--- src/rtl/core/i4bdp_pkg.sv ---
package i4bdp_pkg;

  // Sizing of the datapath
  localparam int unsigned NumCandidates = 4;
  localparam int unsigned LengthBits    = 32;
  localparam int unsigned AccBits       = LengthBits + 9;
  localparam int unsigned ByteBits      = 8;
  localparam int unsigned NibBits       = 4;
  localparam int unsigned ProdBits      = 9;

  // Nibble decode constants: value = (n xor 8) - 8
  localparam logic [NibBits-1:0] NibMask = 4'hf;
  localparam logic [NibBits-1:0] NibBias = 4'h8;

  typedef logic [ByteBits-1:0]        byte_t;
  typedef logic signed [AccBits-1:0]  acc_t;
  typedef logic signed [ProdBits-1:0] prod_t;

  // Decode one packed nibble as a signed int4
  function automatic logic signed [NibBits:0] nib_value(input logic [NibBits-1:0] n);
    logic [NibBits:0] biased;
    biased = {1'b0, (n & NibMask) ^ NibBias};
    return $signed(biased) - $signed({1'b0, NibBias});
  endfunction

  // Low times low plus high times high; range -112 .. 128
  function automatic prod_t pair_product(input byte_t q, input byte_t c);
    logic signed [2*NibBits+1:0] lo;
    logic signed [2*NibBits+1:0] hi;
    lo = (2*NibBits+2)'(nib_value(q[NibBits-1:0])) *
         (2*NibBits+2)'(nib_value(c[NibBits-1:0]));
    hi = (2*NibBits+2)'(nib_value(q[ByteBits-1:NibBits])) *
         (2*NibBits+2)'(nib_value(c[ByteBits-1:NibBits]));
    return ProdBits'(lo + hi);
  endfunction

endpackage

--- src/rtl/core/int4_batch_dot_product.sv ---
// After the input transfer of the last byte, the result passes the input register,
// then is accumulated into the result register that drives the output port.
// Throughput: one byte position per cycle; the only stall is a last byte
// waiting while the previous result is still held on the output port.
// Reset (rst_ni low, asynchronous): running sums clear to zero, both stages empty.
module int4_batch_dot_product (
  input  logic                   clk_i,
  input  logic                   rst_ni,
  input  logic                   in_valid_i,
  output logic                   in_ready_o,
  input  i4bdp_pkg::byte_t       query_byte_i,
  input  i4bdp_pkg::byte_t       cand_a_byte_i,
  input  i4bdp_pkg::byte_t       cand_b_byte_i,
  input  i4bdp_pkg::byte_t       cand_c_byte_i,
  input  i4bdp_pkg::byte_t       cand_d_byte_i,
  input  logic                   last_byte_i,
  output logic                   out_valid_o,
  input  logic                   out_ready_i,
  output i4bdp_pkg::acc_t        dot_a_o,
  output i4bdp_pkg::acc_t        dot_b_o,
  output i4bdp_pkg::acc_t        dot_c_o,
  output i4bdp_pkg::acc_t        dot_d_o
);
  import i4bdp_pkg::*;

  // Input stage
  logic  s1_valid_q;
  logic  s1_last_q;
  byte_t query_q;
  byte_t cand_q [NumCandidates];
  byte_t cand_in [NumCandidates];

  // Accumulators and result register
  acc_t acc_q  [NumCandidates];
  acc_t sum_d  [NumCandidates];
  acc_t dot_q  [NumCandidates];
  logic out_valid_q;

  logic s1_adv;
  logic in_xfer;
  logic acc_zero;

  assign cand_in[0] = cand_a_byte_i;
  assign cand_in[1] = cand_b_byte_i;
  assign cand_in[2] = cand_c_byte_i;
  assign cand_in[3] = cand_d_byte_i;

  // Advance the input stage unless a last byte finds the result register occupied
  assign s1_adv     = s1_valid_q && !(s1_last_q && out_valid_q && !out_ready_i);
  assign in_ready_o = !s1_valid_q || s1_adv;
  assign in_xfer    = in_valid_i && in_ready_o;

  // Capture the input transfer
  always_ff @(posedge clk_i or negedge rst_ni) begin
    if (!rst_ni) begin
      s1_valid_q <= 1'b0;
      s1_last_q  <= 1'b0;
    end else if (in_ready_o) begin
      s1_valid_q <= in_valid_i;
      s1_last_q  <= last_byte_i;
    end
  end

  always_ff @(posedge clk_i) begin
    if (in_xfer) begin
      query_q <= query_byte_i;
      for (int j = 0; j < NumCandidates; j++) begin
        cand_q[j] <= cand_in[j];
      end
    end
  end

  // Add both nibble products into each running sum
  always_comb begin
    for (int j = 0; j < NumCandidates; j++) begin
      sum_d[j] = acc_q[j] + AccBits'(pair_product(query_q, cand_q[j]));
    end
  end

  // Accumulate, and clear the sums after the last byte
  always_ff @(posedge clk_i or negedge rst_ni) begin
    if (!rst_ni) begin
      for (int j = 0; j < NumCandidates; j++) begin
        acc_q[j] <= '0;
      end
    end else if (s1_adv) begin
      for (int j = 0; j < NumCandidates; j++) begin
        acc_q[j] <= s1_last_q ? '0 : sum_d[j];
      end
    end
  end

  // Result register: load on last byte, drop on output transfer
  always_ff @(posedge clk_i or negedge rst_ni) begin
    if (!rst_ni) begin
      out_valid_q <= 1'b0;
    end else if (s1_adv && s1_last_q) begin
      out_valid_q <= 1'b1;
    end else if (out_ready_i) begin
      out_valid_q <= 1'b0;
    end
  end

  always_ff @(posedge clk_i) begin
    if (s1_adv && s1_last_q) begin
      for (int j = 0; j < NumCandidates; j++) begin
        dot_q[j] <= sum_d[j];
      end
    end
  end

  assign out_valid_o = out_valid_q;
  assign dot_a_o     = dot_q[0];
  assign dot_b_o     = dot_q[1];
  assign dot_c_o     = dot_q[2];
  assign dot_d_o     = dot_q[3];

  always_comb begin
    acc_zero = 1'b1;
    for (int j = 0; j < NumCandidates; j++) begin
      acc_zero = acc_zero && (acc_q[j] == '0);
    end
  end

  // A last byte that leaves the input stage clears every running sum
  a_clear_after_last: assert property (@(posedge clk_i) disable iff (!rst_ni)
    (s1_adv && s1_last_q) |=> acc_zero)
    else $error("running sums not cleared after last byte");

  // A result appears only after a last byte left the input stage
  a_result_from_last: assert property (@(posedge clk_i) disable iff (!rst_ni)
    $rose(out_valid_o) |-> $past(s1_valid_q && s1_last_q))
    else $error("result without last byte");

  // A held result blocks a waiting last byte and new input
  a_last_blocked: assert property (@(posedge clk_i) disable iff (!rst_ni)
    (s1_valid_q && s1_last_q && out_valid_o && !out_ready_i) |-> !in_ready_o)
    else $error("last byte overwrote held result");

  // A byte without the last mark never touches the result register
  a_no_result_midway: assert property (@(posedge clk_i) disable iff (!rst_ni)
    (out_valid_o && !out_ready_i && !(s1_valid_q && s1_last_q)) |=>
      (out_valid_o && $stable(dot_a_o)))
    else $error("result register changed without last byte");

endmodule
--- config.mk ---
export PLATFORM = sky130hd
export DESIGN_NAME = int4_batch_dot_product
export DESIGN_NICKNAME = d
export VERILOG_FILES = /design/src/rtl/core/i4bdp_pkg.sv /design/src/rtl/core/int4_batch_dot_product.sv
export SDC_FILE = /design/constraint.sdc
export NUM_CORES = 1
export LEC_CHECK = 0
export BUFFER_PORTS_ARGS = -buffer_cell sky130_fd_sc_hd__clkbuf_2
export CAP_MARGIN = 20
export CORE_MARGIN = 5
export CORE_UTILIZATION = 46
export CTS_CLUSTER_SIZE = 14
export DETAILED_ROUTE_END_ITERATION = 10
export PLACE_DENSITY_LB_ADDON = 0.25
export SYNTH_ARGS = -nofsm -noshare
export SYNTH_HDL_FRONTEND = slang
export SYNTH_SLANG_ARGS = --single-unit
export TNS_END_PERCENT = 30
--- constraint.sdc ---
create_clock -name clk_i -period 8 [get_ports clk_i]
set_clock_uncertainty 0.1 [all_clocks]
set_input_delay 2.4 -clock clk_i [delete_from_list [all_inputs] [get_ports clk_i]]
set_output_delay 2.4 -clock clk_i [all_outputs]
set_load 0.02 [all_outputs]
==> results.md, run 1 <==
* Status: completed
* Max Fclk at 0.132 GHz
* Final count of hold timing violations at 0
* DRT iter0 DRCs at 1061
* Ys async rst share at 0.450
* Non-filler instance count after layout at 3560
* Minimum clock period at 7600 ps
* Core region area at 0.0588 mm^2
* Hold Crit Class: reg -> reg
* Ys Warns at 0
* Fin crit share at 0.950
* Final worst slack at 404 ps
* CTS root buf: clkbuf_16
* PortBufs at 210
* WL final at 62.1 mm
* Crit end category: flip-flop
* DIE HEIGHT at 253 um
* DIE AREA at 0.0641 mm^2
* CP max FO at 12
* Synthesized area per cell at 10.7 um^2
* Max Cap Violations at 0
* Wire per inst at 17.5 um
* Number of synthesized flops with an enable pin at 204
* Number of global-route vias before repair at 20146
* Final slew viol count at 0
* Rel. slew slack at 0.271
* Final Setup Violations at 0
* Later-pin clock latency in the skew report at 590 ps
* Area occupied by registers at 0.0103 mm^2
* Largest net degree at the start of global routing at 166
* Top FF cell, synth: edfxtp_1
* I/O pin cnt at 211
* Post-route antenna net violation count at 0
* Max incr delay on CP at 530 ps
* Post-synthesis instance area at 0.0272 mm^2
* Clk slew on worst S/H paths at 60 ps
* Via count at 19616
* Reg2reg setup slack at 400 ps
* Filler Cells Inserted at 5169
* Sink Count at 371
* Post-layout util at 0.524
* Initial antenna violation count at 0
* Seq/Total Area, Yosys at 0.379
* H-tree levels at 2
* Post-route DRC at 0
* Die width at 253 um
* Syn Inst Count at 2531
* Startpoint class of the critical path: flip-flop
* Hold_buf cts at 0
* Area of the multi-input gates at 0.0158 mm^2
* CP most frequent cell: fa_1
* Setup TNS at 0 ps
* Dpl hpwl at 45.7 mm
* Crit Path Class: reg -> reg
* Synth top area cells: edfxtp_1, dfrtp_1, ha_1, fa_1, xnor2_1
* Met2 Track Usage GR at 0.319
* CTS Buf Count at 42
* CTS tree: built
* Pre-CTS worst setup slack at 124 ps
* Syn-to-layout area delta at 13.2%
* Routability Congestion at 0.897
* Longest Clk Path Bufs at 3
* Slew @ Worst Pin at 1090 ps
* Gr ovfl total at 0
* Met3 Track Usage GR at 0.0278
* Area leader, netlist: edfxtp_1
* First-pass GRT wire length at 103 mm
* Share of layout cells above drive strength 1 at 0.128
* Tot GR Track Use at 0.194
* DRT Pass-1 Iters at 5
* Met1 Use GR at 0.274
* Synth unique cells at 79
* Worst Path Arrival at 8010 ps
* Placed Cells at 3468
* Flops & latches, synth at 371
* Req. time, crit path at 8410 ps
* N_diodes at 0
* Area share of the largest cell type after synthesis at 0.225
* # rows at 89
* Worst path slowest cell: or4b_1
* Initial Util at 0.462
* Most Used Layer, Global Route: met2
* NumNets Final at 3210
* Via density at 5.51
* Synthesized net count at 2988
[state kept, by name, summed over array words and instances, names as in the netlist]
register and cells:
dot_q 164, out_valid_o 1, query_q 8, s1_valid_q 1, cand_q 32, s1_last_q 1, acc_q 164
[cells in the final DEF, fill, tap and decap left out, types with 41 or more instances in the layout]
cell type	instances
ha_1	268
inv_1	228
clkbuf_2	209
edfxtp_1	204
dfrtp_1	167
a21oi_1	162
xnor2_1	161
nand2_1	151
a22o_1	146
fa_1	144
nor2_1	96
and2_1	93
o21ai_0	81
a21o_1	74
xor2_1	62
nand2b_1	45
clkbuf_16	43
nand3_1	41
[final cells by class]
cell class	count	share of cell area
Sequential cell	371	0.335
Inverter	228	0.0278
Clock inverter	22	0.00821
Timing Repair Buffer	252	0.0460
Multi-Input combinational cell	1858	0.514
Tap cell	773	0.0314
Clock buffer	56	0.0375
[per-layer routing]
| metal | vias up | wire length, um |
|---|---|---|
| li1 | 9465 | - |
| met1 | 9688 | 29100 |
| met2 | 390 | 28900 |
| met3 | 73 | 2790 |
| met4 | 0 | 1310 |
| met5 | - | 0 |
[logic make-up (layout without fill, tap and decap cells)]
family                     after synthesis  in the layout  synth area share
adders and majority gates              412            412             0.229
and+or+nand+nor                        552            552             0.104
muxes                                    8              8           0.00341
AOI/OAI and AO/OA                      659            659             0.169
DFF                                    371            371             0.379
xor gates and xnor gates               227            227            0.0737
buffers and inverters                  302            558            0.0417
[Yosys cell counts (all sizes together) (73+ instances only)]
cell type,instances
fa,144
nor2,98
nand2,152
xnor2,165
edfxtp,204
a21o,75
a21oi,166
clkbuf,73
ha,268
and2,95
a22o,146
inv,228
dfrtp,167
o21ai,91
[stage by stage]
stage | hold WS, ps | instance area (um^2)
finish | 373 | 30800
global placement | 356 | 29200
detailed placement | 363 | 29200
global route | 405 | 30800
CTS | 377 | 30600
floorplan | 345 | 27200
[final timing paths]
path / start / endpoint / depth (start not counted)
worst max register to register: query_q[7] / acc_q[79] / 28
min in group asynchronous: rst_ni / acc_q[102] / 1
worst min register to register: acc_q[84] / acc_q[84] / 2
worst min-delay path: acc_q[84] / acc_q[84] / 2
worst max-delay path: query_q[7] / acc_q[79] / 28
max in group asynchronous: rst_ni / acc_q[13] / 2
[critical path: cells and delay by family, from the launching register on]
family	cells	cell delay, ps
buffers and inverters	6	660
adder cells (fa/ha/maj)	7	2980
AO/OA/AOI/OAI	10	2210
flip-flops	1	510
XOR/XNOR	1	150
AND/OR/NAND/NOR	4	890
[timing repair]
action / 4_1_cts / 5_1_grt
resized for setup: 0 / 5
buffers inserted: 0 / 14
endpoints found under the setup margin: 0 / 34
Power of run 1 is left out: the tool's default activity adds up to more than one toggle a clock period on the data nets, which glitch-free logic cannot reach.
==> run 2: changes to the inputs <==
--- a/config.mk
+++ b/config.mk
@@ -5,6 +5,7 @@
 export SDC_FILE = /design/constraint.sdc
 export NUM_CORES = 1
 export LEC_CHECK = 0
+export ABC_AREA = 1
 export BUFFER_PORTS_ARGS = -buffer_cell sky130_fd_sc_hd__clkbuf_2
 export CAP_MARGIN = 20
 export CORE_MARGIN = 5
==> results.md, run 2 <==
* Status: completed
* Hold_buf cts at 0
* Syn-to-layout area delta at 11.5%
* Fin crit share at 0.933
* CP max FO at 32
* Largest regs: acc_q x164, dot_q x164, cand_q x32
* Area share of the largest cell type after synthesis at 0.194
* Slew @ Worst Pin at 1000 ps
* Crit Path Class: reg -> reg
* Final count of hold timing violations at 0
* Syn Inst Count at 4039
* CTS tree: built
* DIE HEIGHT at 272 um
* Commonest cells after routing, fill and taps aside: nand2_1, inv_1, nor2_1
* Synthesized area per cell at 7.84 um^2
* Initial antenna violation count at 0
* # resized after CTS at 0
* I/O pin cnt at 211
* Number of synthesized flops with an enable pin at 204
* Setup TNS at 0 ps
* Tot GR Track Use at 0.237
* Ys Warns at 0
* Most common cell after layout, fill and taps aside: nand2_1
* Post-CTS Setup Repair Bufs at 0
* DRT Pass-1 Iters at 6
* Area leader, netlist: edfxtp_1
* N_diodes at 0
* Later-pin clock latency in the skew report at 580 ps
* # rows at 96
* DIE AREA at 0.0742 mm^2
* Final slew viol count at 0
* Max Fclk at 0.134 GHz
* Wire per inst at 17.2 um
* Final Setup Violations at 0
* Post-route DRC at 0
* Area after DPL at 0.0338 mm^2
* Largest net degree at the start of global routing at 98
* H-tree levels at 2
* Flops & latches, synth at 371
* Hold path cells at 2
* Seq/Total Area, Yosys at 0.326
* PortBufs at 210
* Clk slew on worst S/H paths at 60 ps
* DRT iter0 DRCs at 1732
* Commonest cells in the netlist: nand2_1, inv_1, nor2_1
* Share of layout cells above drive strength 1 at 0.106
* CTS Buf Count at 45
* RSZ-0062 raised after global routing: no
* Die width at 272 um
* Design Area, Final at 0.0353 mm^2
* Hold Crit Class: reg -> reg
* Rel. slew slack at 0.331
* Cell with the most instances after synthesis: nand2_1
* Longest Clk Path Bufs at 3
* Post-route antenna net violation count at 0
* Sink Count at 371
* Req. time, crit path at 8230 ps
* Ys async rst share at 0.450
* NumNets Final at 4719
* FF-to-FF path depth at 28
* Max incr delay on CP at 760 ps
* Top FF cell, synth: edfxtp_1
* Routability Congestion at 0.969
* Dpl hpwl at 71.4 mm
* Via density at 5.16
* Worst path slowest cell: edfxtp_1
* CTS root buf: clkbuf_16
* Initial Util at 0.462
* Max Cap Violations at 0
* Gr ovfl total at 0
* Core region area at 0.0685 mm^2
* WL final at 89.0 mm
* Synth unique cells at 46
* Minimum clock period at 7470 ps
* Synth top area cells: edfxtp_1, nand2_1, dfrtp_1, ha_1, fa_1
* Post-synthesis instance area at 0.0317 mm^2
* Worst Path Arrival at 7700 ps
* Via count at 26744
* Crit end category: flip-flop
* Startpoint class of the critical path: flip-flop
* First-pass GRT wire length at 142 mm
* Synthesized net count at 4496
* Number of global-route vias before repair at 26301
==> run 2: cell count changes in the layout (fill, tap and decap cells not counted), sizes merged, moves of 51 or more <==
cell   previous run  this run
nor2             98       345
xor2             62       129
inv             231       700
a22o            146        48
o21ai            91       162
xnor2           165        27
nand3            41       183
a21o             75        24
nand2           152      1170
and2             95        43
==> run 2: layout make-up <==
type	instances	area, um^2
flip-flops and latches	371	10300
well taps	882	1100
clock inverters	23	280
multi-input cells	2922	18500
inverters	692	2610
repair buffers	230	1250
clock buffers	60	1200
fillers	6705	33200
==> run 2: routing by layer <==
metal	vias up	part of all wire	track usage
li1	13354	-	-
met1	12584	0.47	0.344
met2	673	0.45	0.379
met3	133	0.052	0.0294
met4	0	0.026	0.0622
met5	-	0	0
==> run 2: metrics by stage <==
stage,util,setup slack [ps],hold slack (ps),instances
floorplan,-,1030,355,4039
global placement,0.494,588,374,5097
detailed placement,0.494,550,373,5097
CTS,0.516,554,390,5180
global route,0.516,68.3,399,5180
finish,0.516,533,386,5180
==> run 2: path summary, 6_finish.rpt <==
check,start,to,slack [ps]
min in group asynchronous,rst_ni,acc_q[157],1650
max in group asynchronous,rst_ni,acc_q[6],4900
worst min-delay path,acc_q[65],acc_q[65],390
worst max register to register,query_q[3],dot_q[0][38],530
worst max-delay path,query_q[3],dot_q[0][38],530
worst min register to register,acc_q[65],acc_q[65],390
==> run 2: cell families after synthesis <==
logic type	synth area share
AOI/OAI and AO/OA	0.0906
xor gates and xnor gates	0.0460
adders and majority gates	0.197
buffers and inverters	0.0889
DFF	0.326
and+or+nand+nor	0.252
==> run 2: critical path: cells and delay by family (launching register included) <==
kind                     cells  cell delay [ps]
AND/OR/NAND/NOR             10             1130
adder cells (fa/ha/maj)      7             3510
flip-flops                   1              760
buffers and inverters        6              520
AO/OA/AOI/OAI                5             1210
Power of run 2 is left out for the same reason.
==> run 3: changes to the inputs <==
--- a/config.mk
+++ b/config.mk
@@ -9,7 +9,7 @@
 export BUFFER_PORTS_ARGS = -buffer_cell sky130_fd_sc_hd__clkbuf_2
 export CAP_MARGIN = 20
 export CORE_MARGIN = 5
-export CORE_UTILIZATION = 46
+export CORE_UTILIZATION = 57
 export CTS_CLUSTER_SIZE = 14
 export DETAILED_ROUTE_END_ITERATION = 10
 export PLACE_DENSITY_LB_ADDON = 0.25
==> results.md, run 3 (same netlist as run 2, synthesis figures left out) <==
* Status: completed
* Later-pin clock latency in the skew report at 580 ps
* Crit end category: flip-flop
* Met3 Track Usage GR at 0.0462
* Share of layout cells above drive strength 1 at 0.110
* Initial antenna violation count at 4
* Number of global-route vias before repair at 26151
* Met1 Use GR at 0.446
* Hold_buf cts at 0
* CP max FO at 15
* Filler Cells Inserted at 4986
* DIE AREA at 0.0604 mm^2
* Post-route antenna net violation count at 0
* Placed Cells at 4967
* H-tree levels at 2
* Design Area, Final at 0.0352 mm^2
* Longest Clk Path Bufs at 3
* NumNets Final at 4728
* DIE HEIGHT at 246 um
* Slew @ Worst Pin at 1080 ps
* Max incr delay on CP at 540 ps
* Sink Count at 371
* PortBufs at 210
* Syn-to-layout area delta at 11.1%
* Largest net degree at the start of global routing at 136
* Clk slew on worst S/H paths at 60 ps
* Most Used Layer, Global Route: met1
* Final Setup Violations at 0
* Minimum clock period at 7670 ps
* Max Cap Violations at 0
* Non-filler instance count after layout at 5054
* Hold Crit Class: reg -> reg
* Worst path slowest cell: fa_1
* Largest regs: acc_q x164, dot_q x164, cand_q x32
* DRT iter0 DRCs at 2172
* CTS root buf: clkbuf_16
* Fin crit share at 0.959
* Final count of hold timing violations at 0
* Tot GR Track Use at 0.289
* Initial Util at 0.575
* Routability Congestion at 1.02
* I/O pin cnt at 211
* N_diodes at 0
* Startpoint class of the critical path: flip-flop
* Commonest cells after routing, fill and taps aside: nand2_1, inv_1, nor2_1
* Via count at 27152
* First-pass GRT wire length at 141 mm
* Worst Path Arrival at 7890 ps
* CTS Buf Count at 43
* CTS tree: built
* Via density at 5.37
* Max Fclk at 0.130 GHz
* Gr ovfl total at 0
* Wire per inst at 17.4 um
* Most common cell after layout, fill and taps aside: nand2_1
* Rel. slew slack at 0.279
* Crit Path Class: reg -> reg
* Final slew viol count at 0
* # rows at 86
* DRT Pass-1 Iters at 6
* Post-route DRC at 0
* Core region area at 0.0551 mm^2
* Dpl hpwl at 70.2 mm
* Req. time, crit path at 8220 ps
* WL final at 87.7 mm
* Met2 Track Usage GR at 0.441
* Area after DPL at 0.0337 mm^2
* Die width at 246 um
## run 3: through the flow
stage / hold WS, ps / setup TNS (ps) / utilization / setup WS (ps)
final: 388 / 0 / 0.638 / 330
after global routing: 404 / -6.35 / 0.638 / -6.35
after CTS: 392 / 0 / 0.637 / 95.4
after detailed placement: 374 / 0 / 0.611 / 124
after global placement: 372 / 0 / 0.611 / 214
after floorplan: 355 / 0 / - / 1030
## run 3: critical path, delay by kind of cell (launching register included)
kind	cells	cell delay, ps
AO/OA/AOI/OAI	4	1090
adder cells (fa/ha/maj)	7	3320
buffers and inverters	8	1210
flip-flops	1	500
AND/OR/NAND/NOR	12	1190
## run 3: what timing repair did
action                     in CTS  in global routing
buffers inserted                0                  7
setup endpoints to repair       0                 90
gates resized for setup         0                  3
## run 3: final cells by class
type	instances	area, um^2	area share
multi-input cells	2922	18600	0.527
well taps	748	936	0.0266
clock buffers	49	1140	0.0324
flip-flops and latches	371	10300	0.293
clock inverters	31	319	0.00907
repair buffers	241	1320	0.0375
inverters	692	2610	0.0741
## run 3: worst paths after layout
| kind | startpoint | end | slack, ps | depth (start not counted) |
|---|---|---|---|---|
| setup / recovery | query_q[7] | dot_q[0][38] | 330 | 31 |
| hold / removal | acc_q[115] | acc_q[115] | 390 | 2 |
| setup reg to reg | query_q[7] | dot_q[0][38] | 330 | 31 |
| hold reg to reg | acc_q[115] | acc_q[115] | 390 | 2 |
| max in group asynchronous | rst_ni | acc_q[109] | 5050 | 2 |
| min in group asynchronous | rst_ni | acc_q[29] | 1620 | 1 |
## run 3: per-layer routing
metal	wire length (um)	vias to the layer above
met5	13	-
met4	1330	2
met2	38100	860
met1	41600	12807
li1	-	13384
met3	6740	99
Power of run 3 is left out for the same reason.
